===== config.mk =====
export PLATFORM = sky130hd
export DESIGN_NAME = bglbp_back
export DESIGN_NICKNAME = d
export VERILOG_FILES = /design/src/rtl/bglbp_pkg.sv /design/src/rtl/bglbp_back.sv
export SDC_FILE = /design/constraint.sdc
export NUM_CORES = 1
export LEC_CHECK = 0
export BUFFER_PORTS_ARGS = -buffer_cell sky130_fd_sc_hd__buf_4
export CAP_MARGIN = 0
export CORE_ASPECT_RATIO = 1.4
export CORE_UTILIZATION = 30
export CTS_CLUSTER_SIZE = 8
export DETAILED_ROUTE_END_ITERATION = 12
export MAX_ROUTING_LAYER = met4
export SKIP_LAST_GASP = 1
export SYNTH_ARGS = -nofsm -noshare
export SYNTH_HDL_FRONTEND = slang
export SYNTH_SLANG_ARGS = --single-unit

===== constraint.sdc =====
create_clock -name clk -period 9.15 [get_ports clk]
set_input_delay 2.2875 -clock clk [delete_from_list [all_inputs] [get_ports clk]]
set_output_delay 2.2875 -clock clk [all_outputs]
set_load 0.02 [all_outputs]

===== src/rtl/bglbp_pkg.sv =====
`default_nettype none
// ----------------------------------------------------------------------------
// bglbp_pkg
// Shared widths, register indexes, reset values and the window item type
// for the background LBP 3x3 texture coder.
// ----------------------------------------------------------------------------
package bglbp_pkg;

	localparam int PIX_W         = 8;
	localparam int ROW_W         = 12;
	localparam int COL_W         = 10;
	localparam int BETA_W        = 9;
	localparam int IMG_W_W       = 11;
	localparam int IMG_H_W       = 12;
	localparam int CFG_DATA_W    = 12;
	localparam int CFG_IDX_W     = 2;
	localparam int DIM_EXT_W     = 13;
	localparam int WIN           = 3;
	localparam int WIN_PIX       = WIN * WIN;
	localparam int ROWSUM_W      = 10;
	localparam int SUM_W         = 12;
	localparam int DIFF_W        = 13;
	localparam int MAX_WIDTH_DEF = 1024;
	localparam int QUEUE_DEPTH   = 2;

	localparam logic [CFG_IDX_W-1:0] REG_BETA   = 2'd0;
	localparam logic [CFG_IDX_W-1:0] REG_WIDTH  = 2'd1;
	localparam logic [CFG_IDX_W-1:0] REG_HEIGHT = 2'd2;

	localparam logic [BETA_W-1:0]  BETA_RST   = 9'd3;
	localparam logic [IMG_W_W-1:0] WIDTH_RST  = 11'd640;
	localparam logic [IMG_H_W-1:0] HEIGHT_RST = 12'd480;

	typedef struct packed {
		logic [WIN_PIX-1:0][PIX_W-1:0] pix;
		logic [ROW_W-1:0]              row_index;
		logic [COL_W-1:0]              col_index;
		logic                          last_of_frame;
	} item_t;

endpackage
`default_nettype wire


===== src/rtl/bglbp_back.sv =====
`default_nettype none
// ----------------------------------------------------------------------------
// bglbp_back
// Three-stage code pipeline: row sums and nine-times pixels, deviations
// from the window sum, then the pair tests and the output register.
// ----------------------------------------------------------------------------
module bglbp_back (
	input  wire logic                          clk,
	input  wire logic                          arst_n,
	input  wire logic [bglbp_pkg::BETA_W-1:0]  beta,
	input  wire logic                          in_valid,
	output logic                               in_ready,
	input  wire bglbp_pkg::item_t              in_item,
	output logic                               out_valid,
	input  wire logic                          out_stall,
	output logic [bglbp_pkg::PIX_W-1:0]        code,
	output logic [bglbp_pkg::ROW_W-1:0]        row_index,
	output logic [bglbp_pkg::COL_W-1:0]        col_index,
	output logic                               last_of_frame
);
	import bglbp_pkg::*;

	logic                        v_s1;
	logic                        v_s2;
	logic                        v_q;
	logic                        rdy_out;
	logic                        rdy_s2;
	logic                        rdy_s1;

	logic [ROWSUM_W-1:0]         rsum_s1 [WIN];
	logic [SUM_W-1:0]            nine_s1 [WIN_PIX];
	logic [ROW_W-1:0]            row_s1;
	logic [COL_W-1:0]            col_s1;
	logic                        last_s1;

	logic signed [DIFF_W-1:0]    dev_s2 [WIN_PIX];
	logic [ROW_W-1:0]            row_s2;
	logic [COL_W-1:0]            col_s2;
	logic                        last_s2;

	logic [SUM_W-1:0]            wsum;
	logic signed [DIFF_W-1:0]    dev_c [WIN_PIX];
	logic [DIFF_W-1:0]           lim;
	logic [PIX_W-1:0]            code_c;
	logic [SUM_W-1:0]            abs_a;
	logic [SUM_W-1:0]            abs_b;
	logic signed [DIFF_W-1:0]    da;
	logic signed [DIFF_W-1:0]    db;
	logic                        between;

	assign rdy_out   = !v_q || !out_stall;
	assign rdy_s2    = !v_s2 || rdy_out;
	assign rdy_s1    = !v_s1 || rdy_s2;
	assign in_ready  = rdy_s1;
	assign out_valid = v_q;

	always_comb begin
		wsum = SUM_W'(rsum_s1[0]) + SUM_W'(rsum_s1[1]) + SUM_W'(rsum_s1[2]);
		for (int k = 0; k < WIN_PIX; k++) begin
			dev_c[k] = $signed({1'b0, nine_s1[k]}) - $signed({1'b0, wsum});
		end
	end

	always_comb begin
		lim    = DIFF_W'({beta, 3'b000}) + DIFF_W'(beta);
		code_c = '0;
		abs_a  = '0;
		abs_b  = '0;
		da     = '0;
		db     = '0;
		between = 1'b0;
		for (int k = 0; k < PIX_W; k++) begin
			da      = dev_s2[k];
			db      = dev_s2[WIN_PIX-1-k];
			abs_a   = da[DIFF_W-1] ? SUM_W'(-da) : SUM_W'(da);
			abs_b   = db[DIFF_W-1] ? SUM_W'(-db) : SUM_W'(db);
			between = (!da[DIFF_W-1] && (db[DIFF_W-1] || db == '0)) ||
			          (da[DIFF_W-1] && !db[DIFF_W-1] && db != '0);
			code_c[k] = between && ((DIFF_W'(abs_a) + DIFF_W'(abs_b)) >= lim);
		end
	end

	always_ff @(posedge clk or negedge arst_n) begin
		if (!arst_n) begin
			v_s1 <= 1'b0;
			v_s2 <= 1'b0;
			v_q  <= 1'b0;
		end else begin
			if (rdy_s1) begin
				v_s1 <= in_valid;
			end
			if (rdy_s2) begin
				v_s2 <= v_s1;
			end
			if (rdy_out) begin
				v_q <= v_s2;
			end
		end
	end

	always_ff @(posedge clk) begin
		if (rdy_s1) begin
			for (int r = 0; r < WIN; r++) begin
				rsum_s1[r] <= ROWSUM_W'(in_item.pix[r*WIN]) +
				              ROWSUM_W'(in_item.pix[r*WIN + 1]) +
				              ROWSUM_W'(in_item.pix[r*WIN + 2]);
			end
			for (int k = 0; k < WIN_PIX; k++) begin
				nine_s1[k] <= SUM_W'({in_item.pix[k], 3'b000}) + SUM_W'(in_item.pix[k]);
			end
			row_s1  <= in_item.row_index;
			col_s1  <= in_item.col_index;
			last_s1 <= in_item.last_of_frame;
		end
		if (rdy_s2) begin
			for (int k = 0; k < WIN_PIX; k++) begin
				dev_s2[k] <= dev_c[k];
			end
			row_s2  <= row_s1;
			col_s2  <= col_s1;
			last_s2 <= last_s1;
		end
		if (rdy_out) begin
			code          <= code_c;
			row_index     <= row_s2;
			col_index     <= col_s2;
			last_of_frame <= last_s2;
		end
	end

endmodule
`default_nettype wire


# Word-level counts from Yosys, hierarchy flattened
# Memory sizes are Yosys's and may differ from the RTL's.
# Index checks and enable logic that the tools add are counted.
[word_totals] reg_bits=80 ram_bits=255 input_bits=108 output_inout_bits=33 word_cells=151 mem_count=3
[memory_table] name="dev_s2" words=9 word_bits=13 rd=9 rd_clocked_by_memory_dff=0 wr=9 line_no="bglbp_back.sv:36" source="logic signed [DIFF_W-1:0] dev_s2 [WIN_PIX];"
[memory_table] name="nine_s1" words=9 word_bits=12 rd=9 rd_clocked_by_memory_dff=0 wr=9 line_no="bglbp_back.sv:31" source="logic [SUM_W-1:0] nine_s1 [WIN_PIX];"
[memory_table] name="rsum_s1" words=3 word_bits=10 rd=3 rd_clocked_by_memory_dff=0 wr=3 line_no="bglbp_back.sv:30" source="logic [ROWSUM_W-1:0] rsum_s1 [WIN];"
[op_classes] n_addsub=41 order_cmp=5 mux=13 reduce_logical=76
[ops] op="$sub A12 B12 Y13" n=9
[ops] op="$add A11 B8 Y12" n=9
[ops] op="$mux W12" n=9
[ops] op="$neg A12 Y12" n=9
[ops] op="$logic_not A13 Y1" n=8
[ops] op="$reduce_bool A13 Y1" n=7
[ops] op="$add A12 B12 Y13" n=5
[ops] op="$ge A13 B13 Y1" n=5
[ops] op="$add A9 B8 Y10" n=3
[ops] op="$logic_and A1 B1 Y1" n=30
[ops] op="$add A8 B8 Y9" n=3
[ops] op="$logic_or A1 B1 Y1" n=18
[ops] op="$add A12 B9 Y13" n=1
[ops] op="$logic_not A1 Y1" n=13
[ops] op="$add A11 B10 Y12" n=1
[ops] op="$add A10 B10 Y11" n=1
[ops] op="$mux W1" n=4

# Depth between registers and ports, before layout
[logic_depth] ltp_word=6 mapped_depth=20 ltp_nobuf=19

# Worst setup path after synthesis
# Ideal clock, no wire load.
[synth_path] path_kind="input -> output" from="input out_stall" to="output in_ready" t_arrival_ps=6835 path_slack_ps=27 stages=1 path_cell_list="nand4_1"
[synth_via] elab_chain_len=4
[synth_lines] item="from (decl)" line_no="bglbp_back.sv:15" source="input wire logic out_stall,"
[synth_lines] item="$logic_not A1 Y1" line_no="bglbp_back.sv:51" source="assign rdy_out = !v_q || !out_stall;"
[synth_lines] item="$logic_or A1 B1 Y1" line_no="bglbp_back.sv:51"
[synth_lines] item="$logic_or A1 B1 Y1" line_no="bglbp_back.sv:52" source="assign rdy_s2 = !v_s2 || rdy_out;"
[synth_lines] item="$logic_or A1 B1 Y1" line_no="bglbp_back.sv:53" source="assign rdy_s1 = !v_s1 || rdy_s2;"
[synth_lines] item="to (decl)" line_no="bglbp_back.sv:12" source="output logic in_ready,"
# Every way passes these cells.

# Worst setup path in the final report
# Ends and elaborated chain as after synthesis.

==> results by group <==
Status
  • Status: completed

STA
  • Sum Neg Setup Slack: 0 ns
  • Rel. slew slack: ~26%
  • Final setup vio count: 0
  • Period utilisation layout: just under 60%
  • RSZ-0062 raised after global routing: false
  • Slew Viols, Final: 0
  • Layout Skew: between 0.015 and 0.02 ns
  • Slew @ Worst Pin: about 1.1 ns
  • Post-layout min period: about 5.3 ns
  • Hold Fails Final Rpt: 0
  • Peak Freq: 0.1891 GHz

Clocking
  • Postcts setup bufs: 0
  • Clk Latency, worst-skew pair: between 0.5 and 0.6 ns
  • Clk buf depth: 3
  • H-tree depth: 2
  • # clock sinks: approximately 340
  • Post-CTS Hold Buffers: 0
  • Post_cts resized: 0
  • Number of CTS-inserted buffers: between 40 and 50
  • Clk Tree Root Cell: clkbuf_16
  • CTS clk-pin slew, worst paths: ~0.06 ns
  • CTS tree: yes

Die
  • FP Rows: 126
  • Initial Util: a little under a third
  • Die area: approximately 86000 sq um
  • I/O Pins: 141
  • Die W: about 250 microns
  • Core Box Area: around 84000 sq um
  • Die H: between 300 and 400 microns

Cells and area
  • Final #Nets: just over 3000
  • Fillers: around 8400
  • Fraction of layout instances using a drive strength above 1: 8.942%
  • Synthesis-to-finish area growth: 14.84%

Worst setup path
  • Critical path fanouts, max: 14
  • Critical path class: input pin to output pin
  • Crit path from: out_stall
  • Crit path DAT: about 3.0 ns
  • Crit. End Element: output pin
  • Req. time, crit path: approximately 7 ns
  • Startpoint types: input pin
  • Reg2reg start: rsum_s1[0][14]

Synth
  • Simple-Gate Fraction of Synth Area: 11.14%
  • Post-synthesis compound-gate area fraction: roughly 17%
  • Post-synth EDFFs: roughly 330
  • Register area share after synthesis: between 30% and 40%
  • Largest area contributor in the netlist: edfxtp_1
  • Synthesized cell area: approximately 25000 sq um
  • #FFs+latches synth: 335
  • Most common cell in the netlist: edfxtp_1
  • Synthesized netlist cell count: 2419
  • Synth Area in XOR/XNOR: between 9 and 10%
  • Yosys top cell area share: between 30% and 40%
  • Post-synth cell types: 54
  • Synth Area in Adders: between 20% and 30%
  • Top post-synthesis cells by count: edfxtp_1, ha_1, xnor2_1, a21oi_1, inv_1
  • Top FF cell, synth: edfxtp_1
  • Largest cells by area after synthesis: edfxtp_1, ha_1, xnor2_1, fa_1, a21oi_1
  • Ys async rst share: 0.8955%
  • Synthesized Nets: around 2900
  • Avg Cell Area, Syn: around 11 sq um
  • Synthesis Warnings: 0
  • Largest family of logic cells by synthesized area: adder cells
  • Mux contribution to synthesized area: 0.2410%

Drt
  • Total routed wirelength: roughly 66000 microns
  • Remaining antenna violation count: 0
  • Via density per instance: 4.970
  • Initial DRT Pass Iterations: 5
  • DR DRC count: 0
  • Wirelength per Cell: ~18 microns
  • DR vias: between 15000 and 20000
  • Drt initial violations: between 1000 and 1500

Global routing
  • GRT overflow: 0
  • Vias in the first global route: roughly 18000
  • Initial antenna violation count: 1
  • Largest net degree at the start of global routing: 63
  • First-pass GRT wire length: ~100000 microns
  • Tot GR Track Use: 15.75%

Place
  • Buffers on Ports: 140
  • Gpl congestion: 0.8509
  • Post-DP HPWL: around 52000 microns

Job
  • Max-cap viol count: 0

Hold path
  • Worst hold path type: flop to flop
  • Hold path start: col_s1[3]
-- placed cells by master, fill, tap and decap left out, types with 32 or more instances in the layout --
| cell type | count |
|---|---|
| a211oi_1 | 32 |
| a21o_1 | 57 |
| a21oi_1 | 192 |
| buf_4 | 155 |
| clkbuf_16 | 49 |
| edfxtp_1 | 332 |
| fa_1 | 61 |
| ha_1 | 310 |
| inv_1 | 185 |
| nand2_1 | 139 |
| nor2_1 | 146 |
| nor3_1 | 33 |
| nor3b_1 | 36 |
| o21a_1 | 47 |
| o21ai_0 | 154 |
| o31ai_1 | 33 |
| xnor2_1 | 212 |
| xor2_1 | 48 |
-- path summary, 6_finish.rpt --
check / cells after the start / slack, ns / endpoint
max: 4 / 3.86 / in_ready
min: 0 / 0.41 / col_s2[3]
max reg2reg: 11 / 3.90 / dev_s2[0][74]
min reg2reg: 0 / 0.41 / col_s2[3]
max in group asynchronous: 1 / 7.57 / v_s1
min in group asynchronous: 1 / 1.47 / out_valid
-- critical path, stage by stage --
cell and delay, ns:
buf_4 0.13, nand4_1 0.08, buf_4 0.29, buf_4 0.20
-- cells by family (layout without fill, tap and decap cells) --
kind of cell | after synthesis | after routing
muxes | 6 | 6
and+or+nand+nor | 559 | 559
adders and majority gates | 371 | 371
other | 0 | 1
DFF | 335 | 335
xor gates and xnor gates | 263 | 263
buffers and inverters | 205 | 403
AOI/OAI and AO/OA | 680 | 680
-- flip-flops by register name, indices dropped and copies added, names as in the netlist --
name and cells:
out_valid 1, last_s2 1, dev_s2 117, nine_s1 108
v_s1 1, rsum_s1 30, v_s2 1, row_index 12
col_s1 10, col_index 10, last_s1 1, row_s2 12
code 8, row_s1 12, last_of_frame 1, col_s2 10
-- stage by stage --
stage	utilization, %	std cells	hold WS [ns]	instance area, sq um	worst slack [ns]
finish	34.70	3706	0.4057	29210	3.861
global route	34.70	3706	0.4115	29210	3.734
CTS	34.69	3705	0.3986	29210	3.825
detailed placement	33.17	3642	0.4045	27930	3.447
global placement	33.17	3642	0.4006	27930	3.559
floorplan	-	2419	0.4003	25440	0.02745
-- per-layer routing --
layer / share of wire [%] / vias to the layer above / GRT usage [%] / wire length, microns
met3: 4.3 / 133 / 2.604 / 2803
met4: 5.3 / 0 / 8.089 / 3459
met2: 50 / 347 / 27.38 / 33030
met5: 0 / - / - / 0
li1: - / 9351 / - / -
met1: 40 / 8589 / 17.05 / 26350
-- layout make-up --
| cell class | count | area (sq um) | share of cell area, % |
|---|---|---|---|
| inverters | 185 | 694.4 | 2.377 |
| clock buffers | 60 | 1267 | 4.339 |
| flip-flops and latches | 335 | 10040 | 34.39 |
| multi-input cells | 1879 | 14660 | 50.20 |
| repair buffers | 155 | 1164 | 3.984 |
| well taps | 1088 | 1361 | 4.660 |
| clock inverters | 3 | 13.76 | 0.04712 |
| diodes | 1 | 2.502 | 0.008567 |
Power is left out: the tool's default activity adds up to more than one toggle a clock period on the data nets, which glitch-free logic cannot reach.
