File: src/rtl/bglbp_pkg.sv
`default_nettype none
// ----------------------------------------------------------------------------
// bglbp_pkg
// Shared widths, register indexes, reset values and the window item type
// for the background LBP 3x3 texture coder.
// ----------------------------------------------------------------------------
package bglbp_pkg;

	localparam int PIX_W         = 8;
	localparam int ROW_W         = 12;
	localparam int COL_W         = 10;
	localparam int BETA_W        = 9;
	localparam int IMG_W_W       = 11;
	localparam int IMG_H_W       = 12;
	localparam int CFG_DATA_W    = 12;
	localparam int CFG_IDX_W     = 2;
	localparam int DIM_EXT_W     = 13;
	localparam int WIN           = 3;
	localparam int WIN_PIX       = WIN * WIN;
	localparam int ROWSUM_W      = 10;
	localparam int SUM_W         = 12;
	localparam int DIFF_W        = 13;
	localparam int MAX_WIDTH_DEF = 1024;
	localparam int QUEUE_DEPTH   = 2;

	localparam logic [CFG_IDX_W-1:0] REG_BETA   = 2'd0;
	localparam logic [CFG_IDX_W-1:0] REG_WIDTH  = 2'd1;
	localparam logic [CFG_IDX_W-1:0] REG_HEIGHT = 2'd2;

	localparam logic [BETA_W-1:0]  BETA_RST   = 9'd3;
	localparam logic [IMG_W_W-1:0] WIDTH_RST  = 11'd640;
	localparam logic [IMG_H_W-1:0] HEIGHT_RST = 12'd480;

	typedef struct packed {
		logic [WIN_PIX-1:0][PIX_W-1:0] pix;
		logic [ROW_W-1:0]              row_index;
		logic [COL_W-1:0]              col_index;
		logic                          last_of_frame;
	} item_t;

endpackage
`default_nettype wire

File: src/rtl/bglbp_queue.sv
`default_nettype none
// ----------------------------------------------------------------------------
// bglbp_queue
// Short first-in first-out queue of window items between front and back.
// ----------------------------------------------------------------------------
module bglbp_queue (
	input  wire logic              clk,
	input  wire logic              arst_n,
	input  wire logic              in_valid,
	output logic                   in_ready,
	input  wire bglbp_pkg::item_t  in_item,
	output logic                   out_valid,
	input  wire logic              out_ready,
	output bglbp_pkg::item_t       out_item
);
	import bglbp_pkg::*;

	localparam int PW = (QUEUE_DEPTH > 1) ? $clog2(QUEUE_DEPTH) : 1;
	localparam int CW = $clog2(QUEUE_DEPTH + 1);

	item_t          slot_q [QUEUE_DEPTH];
	logic [PW-1:0]  wr_q;
	logic [PW-1:0]  rd_q;
	logic [CW-1:0]  cnt_q;
	logic           push;
	logic           pop;

	assign in_ready  = cnt_q != CW'(QUEUE_DEPTH);
	assign out_valid = cnt_q != '0;
	assign push      = in_valid && in_ready;
	assign pop       = out_valid && out_ready;
	assign out_item  = slot_q[rd_q];

	always_ff @(posedge clk or negedge arst_n) begin
		if (!arst_n) begin
			wr_q  <= '0;
			rd_q  <= '0;
			cnt_q <= '0;
		end else begin
			if (push) begin
				wr_q <= (wr_q == PW'(QUEUE_DEPTH - 1)) ? '0 : wr_q + PW'(1);
			end
			if (pop) begin
				rd_q <= (rd_q == PW'(QUEUE_DEPTH - 1)) ? '0 : rd_q + PW'(1);
			end
			if (push && !pop) begin
				cnt_q <= cnt_q + CW'(1);
			end else if (pop && !push) begin
				cnt_q <= cnt_q - CW'(1);
			end
		end
	end

	always_ff @(posedge clk) begin
		if (push) begin
			slot_q[wr_q] <= in_item;
		end
	end

endmodule
`default_nettype wire

File: config.mk
export PLATFORM = sky130hd
export DESIGN_NAME = bglbp_queue
export DESIGN_NICKNAME = d
export VERILOG_FILES = /design/src/rtl/bglbp_pkg.sv /design/src/rtl/bglbp_queue.sv
export SDC_FILE = /design/constraint.sdc
export NUM_CORES = 1
export LEC_CHECK = 0
export ABC_AREA = 1
export BUFFER_PORTS_ARGS = -buffer_cell sky130_fd_sc_hd__buf_2
export CAP_MARGIN = 20
export CORE_MARGIN = 1
export CORE_UTILIZATION = 25
export DETAILED_ROUTE_END_ITERATION = 12
export HOLD_SLACK_MARGIN = 0.08
export SYNTH_ARGS = -nofsm -noshare
export SYNTH_HDL_FRONTEND = slang
export SYNTH_SLANG_ARGS = --single-unit
File: constraint.sdc
create_clock -name clk -period 4.7 [get_ports clk]
set_clock_uncertainty 0.15 [all_clocks]
set_input_delay 0.47 -clock clk [delete_from_list [all_inputs] [get_ports clk]]
set_output_delay 0.47 -clock clk [all_outputs]
set_load 0.03 [all_outputs]
# ---- Yosys cells after proc, flatten, opt, wreduce, memory -nomap -nowiden
# Memory sizes are Yosys's and may differ from the RTL's.
# Index checks and enable logic that the tools add are counted.
dict set report op_classes {
  reduce_logical 8
  n_bitwise 0
  shifts 0
  n_mul 0
  n_mux 6
  n_div 0
  n_eq_ne 1
  add_sub_neg 4
  n_lt_le_gt_ge 0
}
# operator n
set ops {}
lappend ops {{$logic_and 1x1->1} 4}
lappend ops {{$mux 1} 4}
lappend ops {{$mux 2} 2}
lappend ops {{$reduce_bool 2->1} 2}
lappend ops {{$add 1x1->1 const B} 2}
lappend ops {{$add 2x1->2 const B} 1}
lappend ops {{$logic_not 1->1} 2}
lappend ops {{$ne 2x2->1 const B} 1}
lappend ops {{$sub 2x1->2 const B} 1}
dict set report totals {
  mem_count 1
  latchBits 0
  ram_bits 190
  romBits 0
  out_inout_bits 97
  word_cells 23
  reg_bits 4
  input_bits 99
}
# memory depth word_bits read_ports rd_clocked_by_memory_dff write_ports line_no
set memory_table {}
lappend memory_table {slot_q 2 95 1 0 1 bglbp_queue.sv:21} ;# item_t slot_q [QUEUE_DEPTH];

# ---- Longest topological paths before layout
# Gate-level depths: netlist of run 1.
dict set report depth {
  word_depth 6
  ltp_mapped 10
}

# ---- Least setup slack after synthesis of run 1
# Ideal clock, no wire load.
dict set report synth_path {
  path_type {flip-flop to flip-flop}
  start {register cnt_q[0]}
  end {memory slot_q[0][0] (netlist bit), enable pin}
  setup_time_ps 550
  setup_slack_ps -811
  stages_incl_launch_ff 5
  arrival_time_ps 4811
  t_required_ps 4000
  cell_sequence {dfrtp_1 > inv_1 > nand2_1 > nand2_1 > nor2_1}
}
dict set report synth_between {
  elab_chain_cells 4
}
# item line_no
set synth_rtl {}
lappend synth_rtl {{start, declared} bglbp_queue.sv:24} ;# logic [CW-1:0] cnt_q;
lappend synth_rtl {{start signal, assigned} bglbp_queue.sv:47} ;# cnt_q <= cnt_q + CW'(1);
lappend synth_rtl {{start signal, assigned} bglbp_queue.sv:49} ;# cnt_q <= cnt_q - CW'(1);
lappend synth_rtl {{$ne 2x2->1} bglbp_queue.sv:28} ;# assign in_ready = cnt_q != CW'(QUEUE_DEPTH);
lappend synth_rtl {{net in_ready} bglbp_queue.sv:10} ;# output logic in_ready,
lappend synth_rtl {{$logic_and 1x1->1} bglbp_queue.sv:30} ;# assign push = in_valid && in_ready;
lappend synth_rtl {{$mux 1} bglbp_queue.sv:55} ;# if (push) begin
lappend synth_rtl {{$mux 1 (implied by the code)} bglbp_queue.sv:56} ;# slot_q[wr_q] <= in_item;
lappend synth_rtl {{end, declared} bglbp_queue.sv:21}
# The timed path passes the listed nets, and every way through them passes these cells.

==> results.yml, run 1 <==
status:
  status: "completed"
cts:
  cts_tree: "built"
  cts_buffers: 17
  cts.reportedPaths.clkPinSlew_ps: 80
  clk_latency_ps: 430
  root_buffer: "clkbuf_16"
  cts.sinks: 194
  post-cts-setup-buffers: 0
  clk_path_buf_depth: 2
  htreeDepth: 4
synth:
  syn_area_um2: 7140
  yosysMostFrequentCell: "nand2_1"
  synth_edf_count: 190
  ys_ff_latch: 194
  yosysWarnings: 0
  ys.flop_type: "edfxtp_1"
  seq_area_frac_synth_pct: 81.4
  yosys.area.top_type_share_pct: 80.0
  ys_top_cells_by_area: "edfxtp_1 (80%), nand2_1 (16%), dfrtp_1 (1.4%)"
  yosys-top-cells-count: "nand2_1 (295), edfxtp_1 (190), buf_2 (10), buf_4 (9), inv_1 (6)"
  async_flop_share_pct: 2.06
  netlist_instances: 525
  synth.distinct_cells: 14
  yosys.area.top_type: "edfxtp_1"
  avgSynthCellArea_um2: 13.6
  synth_nets: 625
sta:
  finalSetupViolations: 0
  layout_min_cycle_time_ps: 2640
  period_share_pct: 56.1
  hold_violations: 0
  tightest_slew_ps: 811
  setup_tns_ps: 0
  relSlewSlack_pct: 45.8
  fmax_ghz: 0.379
  slew_viol_final: 0
  rsz0062_at_grt: "false"
final_layout:
  drive_above_1_share_pct: 28.1
  antennaDiodeCount: 0
  final_nets: 919
  syn_to_final_growth_pct: 41.6
  nFillCells: 2717
  finish.instance_area_um2: 10100
  final_cells: 1210
placement:
  dpl_cell_area_um2: 8510
  place_congestion: 0.657
  dp_hpwl_mm: 8.92
  port-buffer-count: 195
  placed_cells: 1080
setup_path:
  critPathLaunchType: "register"
  arrival_ps: 2020
  reg2reg_from: "cnt_q[0]"
  path_class: "reg -> out"
  endpoint_kind: "output port"
  cp.required_ps: 4080
  crit_start: "rd_q"
  crit_fanout: 57
power:
  peakVddDrop_v: 0.000270
  power_density_nw_per_um2: 638
  p_leak_uw: 0.00425
  fin_total_pwr_uw: 6440
floorplan:
  die_h_um: 171
  die_w_um: 171
  rows: 61
  io_pins: 196
  core_um2: 27900
  initial_core_util_pct: 25.5
  dieArea_um2: 29200
global_routing:
  grt_pass1_vias: 4759
  antenna_found_initial: 0
  grt_usage_pct: 10.9
  grt_max_degree: 97
  grt_pass1_wl_mm: 23.8
  grt-ovfl-total: 0
hold_path:
  hp-class: "in -> reg"
  hp-start: "out_ready"
drt:
  routed_wl_mm: 15.8
  ant_nets: 0
  num_vias: 4753
  drc: 0
  post_drt_wl_per_cell_um: 13.1
  viasPerCell: 3.93
  drt_pass1_iterations: 4
  detail_route.iter0.violations: 241
flow_run:
  drv_cap: 0
timing repair:
item | in CTS | in global routing
resized for setup | 0 | 0
hold endpoints to repair | 191 | 1
hold buffers | 95 | 1
setup endpoints to repair | 0 | 0
critical path, stage by stage, from the launching register on:
cell and delay, ps:
dfrtp_4 490, inv_4 360, buf_16 310, nand2_1 80
nand2_1 90, buf_2 200
final cells by class:
cell class	count	area (um^2)	area share, %
sequential	194	5810	57.5
clock inverter	14	145	1.44
timing repair buffer	296	2040	20.2
inverter	7	28.8	0.285
tap	378	473	4.68
clock buffer	18	429	4.25
multi-input combinational	303	1180	11.6
power breakdown:
group	internal, uW	switching [uW]
Combinational	657	1910
Sequential	2360	88.3
Clock	750	674
stage by stage:
| stage | util (%) | setup WS, ps | hold WS (ps) |
|---|---|---|---|
| finish | 36.2 | 2060 | 147 |
| CTS | 35.9 | 1810 | 81.0 |
| detailed placement | 30.5 | 2100 | 166 |
| floorplan | - | -811 | 24.4 |
| global route | 36.2 | 1910 | 128 |
| global placement | 30.5 | 2120 | 158 |
per-layer routing:
| layer | track usage [%] | vias to the layer above | share of wire (%) |
|---|---|---|---|
| met5 | 0 | - | 0 |
| met4 | 3.73 | 0 | 0.99 |
| met3 | 3.82 | 8 | 6.6 |
| met2 | 18.9 | 147 | 49 |
| met1 | 12.3 | 2237 | 44 |
| li1 | - | 2361 | - |
registers in the layout, summed over array words and instances, names as in the netlist:
name,cells
slot_q,190
cnt_q,2
wr_q,1
rd_q,1
placed cells by master, fill, tap and decap left out:
master and count:
buf_2 195, nand4_1 1, nand3_1 2, edfxtp_1 190, clkbuf_1 1, clkinv_1 1
inv_1 6, clkinvlp_4 1, clkbuf_16 17, dfrtp_4 1, buf_12 2, inv_8 3
nor2_4 2, inv_6 3, ha_1 1, xnor2_1 1, dlygate4sd3_1 96, inv_4 1
bufinv_16 1, dfrtp_1 3, buf_16 2, nand2_1 295, xor2_1 1, clkinv_4 5
buf_4 1
final timing paths:
path	endpoint	slack, ps	depth (start not counted)
setup / recovery	out_item[48]	2060	5
hold / removal	rd_q	150	3
setup reg to reg	slot_q[1][40]	2150	5
hold reg to reg	cnt_q[0]	350	1
max in group asynchronous	rd_q	3940	2
min in group asynchronous	rd_q	280	2
cell families (layout without fill, tap and decap cells):
family / count (synthesis) / in the layout / share of synthesized area [%]
adders and majority gates: 1 / 1 / 0.175
xor gates and xnor gates: 2 / 2 / 0.246
and+or+nand+nor: 300 / 300 / 15.9
DFF: 194 / 194 / 81.4
buffers and inverters: 28 / 335 / 2.37
No activity file was read; power rests on OpenSTA's default activity.
==> inputs of run 2 (changes only) <==
- ABC_AREA: 1 -> 0
- clock period: 4.7 -> 2.2 ns (I/O delays scaled with it)
==> run 2 against run 1 <==
Against the previous run: the run now ends with setup timing left; cell area is 1.6% higher; worst setup slack worse by 2100 ps; routed wire length is 7.8% lower; area after synthesis is 1.6% higher; non-clock buffer count is 5 higher; combinational power is 100% higher; worst hold slack better by 220 ps; clock-buffer cell count is 1 lower; global-route usage is 0.92 points lower; sequential share of layout area is 0.93 points lower; synthesized cell count is 40% lower; die area is 1.6% higher; largest power group is now sequential cells.
==> results.yml, run 2 <==
setup_path:
  crit_fanout: 52
  r2r_cells: 4
  path_class: "reg -> out"
  crit_chain: "buf_16 > mux2_2 > buf_2"
  endpoint: "out_item[9]"
  crit_start: "rd_q"
  reg2reg_from: "cnt_q[0]"
  cp.required_ps: 1830
  arrival_ps: 1830
  critPathBufInv: 2
  endpoint_kind: "output port"
  slowest_stage: "dfrtp_4"
  r2r_end: "slot_q[0][29]"
  critPathLaunchType: "register"
  slowest_delay_ps: 450
  cp_top_family: "flip-flops"
  crit_cells: 3
  r2r_slack_ps: 550
synth:
  ys_ff_latch: 194
  netlist_instances: 314
  yosys-top-cells-count: "edfxtp_1 (190), mux2_2 (55), mux2_4 (40), buf_2 (5)"
  syn_area_um2: 7250
  async_flop_share_pct: 2.06
  yosysMostFrequentCell: "edfxtp_1"
  seq_area_frac_synth_pct: 80.1
  synth_edf_count: 190
  synth.distinct_cells: 17
  yosys.area.top_type: "edfxtp_1"
  ys_top_cells_by_area: "edfxtp_1 (79%), mux2_2 (8.5%), mux2_4 (8.3%)"
  synth_nets: 414
  yosys.area.top_type_share_pct: 78.7
  avgSynthCellArea_um2: 23.1
  yosysWarnings: 0
  ys.flop_type: "edfxtp_1"
placement:
  dp_hpwl_mm: 8.85
  port-buffer-count: 195
  dpl_cell_area_um2: 8710
  place_congestion: 0.660
flow_run:
  drv_cap: 0
sta:
  relSlewSlack_pct: 72.5
  fin_ws_ps: -1.59
  fmax_ghz: 0.454
  setup_tns_ps: -1.59
  slew_viol_final: 0
  layout_min_cycle_time_ps: 2200
  tightest_slew_ps: 413
  finalSetupViolations: 1
  period_share_pct: 100
  hold_violations: 0
  rsz0062_at_grt: "true"
drt:
  detail_route.iter0.violations: 116
  drc: 0
  post_drt_wl_per_cell_um: 14.4
  ant_nets: 0
  viasPerCell: 3.82
  routed_wl_mm: 14.6
  num_vias: 3876
  drt_pass1_iterations: 4
cts:
  cts_buffers: 17
  post-cts-setup-buffers: 0
  cts.reportedPaths.clkPinSlew_ps: 80
  cts_tree: "built"
  htreeDepth: 4
  root_buffer: "clkbuf_16"
  clk_latency_ps: 430
  clk_path_buf_depth: 2
  cts.sinks: 194
final_layout:
  fin_util_pct: 36.5
  final_cell_mix: "buf_2 (194), edfxtp_1 (190), dlygate4sd3_1 (99)"
  final_nets: 723
  largest_reg_flops: 190
  regMostFlops: "slot_q"
  drive_above_1_share_pct: 52.7
  top_regs: "slot_q: 190 flops, cnt_q: 2 flops"
  mostFrequentLayoutCell: "buf_2"
  syn_to_final_growth_pct: 41.6
  finish.instance_area_um2: 10300
status:
  status: "finished with violations"
  violations: "setup timing"
global_routing:
  grt_max_degree: 53
  grt-ovfl-total: 0
  antenna_found_initial: 1
  grt_pass1_wl_mm: 21.7
  grt_pass1_vias: 4122
  grt_usage_pct: 9.95
floorplan:
  rows: 61
  die_w_um: 172
  core_um2: 28200
  initial_core_util_pct: 25.7
  dieArea_um2: 29700
  io_pins: 196
  die_h_um: 172
power:
  power_density_nw_per_um2: 1300
  p_int_uw: 8520
  peakVddDrop_v: 0.000704
  p_comb_share_pct: 39.0
  p_leak_uw: 0.00392
  clockPowerShare_pct: 21.7
  power.switching_uw: 4860
  fin_total_pwr_uw: 13400
  switching_share_pct: 36.3
  p_seq_share_pct: 39.3
hold_path:
  hp-start: "in_item[69]"
  whs_path_depth: 2
  hp-class: "in -> reg"
==> run 2: power by group through the flow <==
| stage | Combinational (uW) | Clock (uW) | Sequential [uW] |
|---|---|---|---|
| floorplan | 3930 | 0 | 5300 |
| global placement | 5150 | 0 | 5310 |
| detailed placement | 5180 | 0 | 5340 |
| CTS | 5350 | 3040 | 5260 |
| global route | 5610 | 3150 | 5330 |
| finish | 5220 | 2910 | 5260 |
==> run 2: worst min path at each step <==
stage | end | slack [ps]
after floorplan | cnt_q[0] | -230
after global placement | cnt_q[1] | -120
after detailed placement | cnt_q[1] | -120
after CTS | slot_q[0][5] | 330
after global routing | slot_q[0][67] | 330
final | slot_q[0][69] | 360
==> run 2: kinds of logic after synthesis <==
group | share of synthesized area, %
muxes | 16.8
adders and majority gates | 0.173
and+or+nand+nor | 0.466
buffers and inverters | 1.86
xor gates and xnor gates | 0.604
DFF | 80.1
==> run 2: repair_timing <==
item / CTS / global route
hold endpoints to repair: 197 / 0
gates resized for setup: 2 / 2
hold buffers: 99 / 0
cloned: 0 / 0
endpoints found under the setup margin: 18 / 58
==> run 2: stage by stage <==
step	instances	worst slack (ps)	hold slack, ps
after floorplan	314	-456	-226
after detailed placement	883	460	-119
after CTS	1014	-18.1	331
after global routing	1014	-86.1	333
final	1015	-1.59	364
after global placement	883	476	-122
==> run 2: area by class of cell <==
type | count | area, um^2
fillers | 2671 | 17900
flip-flops and latches | 194 | 5810
repair buffers | 301 | 2100
multi-input cells | 108 | 1340
well taps | 378 | 473
clock buffers | 17 | 425
clock inverters | 15 | 120
inverters | 1 | 3.75
diodes | 1 | 2.50
==> run 2: per-layer routing <==
metal	GRT usage, %	up-vias	wire length [um]
li1	-	1865	-
met1	11.0	1870	6030
met2	16.7	132	7040
met3	4.46	9	1340
met4	3.69	0	162
met5	0	-	0
==> run 2: worst register-to-register path: stages (launching register included) <==
cell and delay, ps:
dfrtp_1 420, nand2b_4 180, nand2_4 70, nor2_4 160, buf_12 310
==> inputs of run 3 (changes only) <==
- clock period: 2.2 -> 2 ns (I/O delays scaled with it)
==> run 3 against run 2 <==
Against the previous run: the flow still finishes with violations (setup timing); worst setup slack lost 100 ps; critical path type unchanged; die area is the same; clock power grew 26%; largest cell class unchanged.
==> results.yml, run 3 (same netlist as run 2, synthesis figures left out) <==
power:
  p_comb_share_pct: 40.8
  clockPowerShare_pct: 23.0
  switching_share_pct: 34.1
  p_seq_share_pct: 36.2
  power.switching_uw: 5470
  power_density_nw_per_um2: 1500
  p_leak_uw: 0.00411
  p_int_uw: 10500
  peakVddDrop_v: 0.000673
global_routing:
  grt_pass1_wl_mm: 21.6
  grt_pass1_vias: 4096
  antenna_found_initial: 1
  grt_usage_pct: 9.94
  grt-ovfl-total: 0
  grt_max_degree: 55
status:
  violations: "setup timing"
  status: "finished with violations"
placement:
  post-place-ws_ps: 263
  place_congestion: 0.675
  dpl_cell_area_um2: 8730
  port-buffer-count: 195
  placed_cells: 883
cts:
  htreeDepth: 4
  cts_tree: "built"
  root_buffer: "clkbuf_16"
  cts.sinks: 194
  cts.reportedPaths.clkPinSlew_ps: 70
  cts_buffers: 17
  clk_path_buf_depth: 2
  clk_latency_ps: 420
flow_run:
  drv_cap: 0
final_layout:
  regMostFlops: "slot_q"
  multiInputGateArea_um2: 1350
  mostFrequentLayoutCell: "edfxtp_1"
  final_cell_mix: "edfxtp_1 (190), buf_2 (152), dlygate4sd3_1 (99)"
  drive_above_1_share_pct: 52.6
  final_nets: 729
  largest_reg_flops: 190
  finish.instance_area_um2: 10700
  syn_to_final_growth_pct: 47.4
  final_cells: 1021
  nFillCells: 2595
  top_regs: "slot_q: 190 flops, cnt_q: 2 flops"
  register_area_um2: 5810
floorplan:
  io_pins: 196
  die_w_um: 172
  initial_core_util_pct: 25.7
  dieArea_um2: 29700
  rows: 61
  die_h_um: 172
  core_um2: 28200
drt:
  num_vias: 3968
  drt_pass1_iterations: 4
  routed_wl_mm: 15.5
  detail_route.iter0.violations: 173
  post_drt_wl_per_cell_um: 15.2
  ant_nets: 0
  viasPerCell: 3.89
  drc: 0
sta:
  finalSetupViolations: 94
  fin_ws_ps: -104
  relSlewSlack_pct: 78.1
  tightest_slew_ps: 329
  layout_min_cycle_time_ps: 2100
  hold_violations: 0
  slew_viol_final: 0
  fmax_ghz: 0.475
  rsz0062_at_grt: "true"
  period_share_pct: 105
setup_path:
  arrival_ps: 1750
  crit_chain: "buf_8 > clkbuf_16 > mux2_4 > buf_6"
  cp.required_ps: 1650
  slowest_stage: "dfrtp_4"
  slowest_delay_ps: 540
  path_class: "reg -> out"
  endpoint_kind: "output port"
  crit_fanout: 5
  critPathLaunchType: "register"
  r2r_slack_ps: 290
hold_path:
  hp-class: "in -> reg"
[run 3: worst max-delay path: cells and delay by family (launching register included)]
| family | cells | cell delay (ps) |
|---|---|---|
| flops | 1 | 540 |
| buf+inv | 3 | 480 |
| mux | 1 | 320 |
[run 3: worst paths after layout]
check / startpoint / end / cells after the start
setup / recovery: rd_q / out_item[75] / 4
hold / removal: in_item[85] / slot_q[1][85] / 2
setup reg to reg: cnt_q[0] / slot_q[1][88] / 3
hold reg to reg: cnt_q[0] / cnt_q[0] / 1
max in group asynchronous: arst_n / rd_q / 3
min in group asynchronous: arst_n / cnt_q[0] / 3
[run 3: power groups by stage]
stage               logic [uW]  registers, uW  clock network (uW)
floorplan                 4320           5830                   0
global placement          5700           5840                   0
detailed placement        5700           5870                   0
CTS                       6320           5780                3820
global route              6950           5880                3960
finish                    6530           5800                3680
[run 3: stage by stage]
stage / utilization [%] / hold WS (ps) / power, uW / TNS [ps]
final: 38.0 / 349 / 16000 / -4140
after global routing: 37.9 / 326 / 16800 / -11810
after CTS: 37.4 / 325 / 15900 / -11700
after detailed placement: 31.0 / -137 / 11600 / 0
after global placement: 31.0 / -135 / 11500 / 0
after floorplan: - / -246 / 10100 / -102680
[run 3: final cells by class]
class                      count  area share [%]
inverter                       1          0.0351
clock inverter                15            1.98
timing repair buffer         307            22.6
clock buffer                  17            3.98
multi-input combinational    108            12.7
tap                          378            4.42
sequential                   194            54.3
antenna                        1          0.0234
[run 3: layer usage]
layer | up-vias | track usage, % | part of all wire, %
met5 | - | 0 | 0
li1 | 1876 | - | -
met4 | 0 | 3.00 | 0.83
met1 | 1950 | 11.4 | 42
met2 | 132 | 16.8 | 49
met3 | 10 | 4.23 | 7.9
[run 3: what timing repair did]
item                                   4_1_cts  5_1_grt
setup endpoints to repair                   95       95
gates resized for setup                     53       23
gates cloned                                 1        4
buffers inserted                             2        0
hold buffers                                99        0
endpoints found under the hold margin      197        0
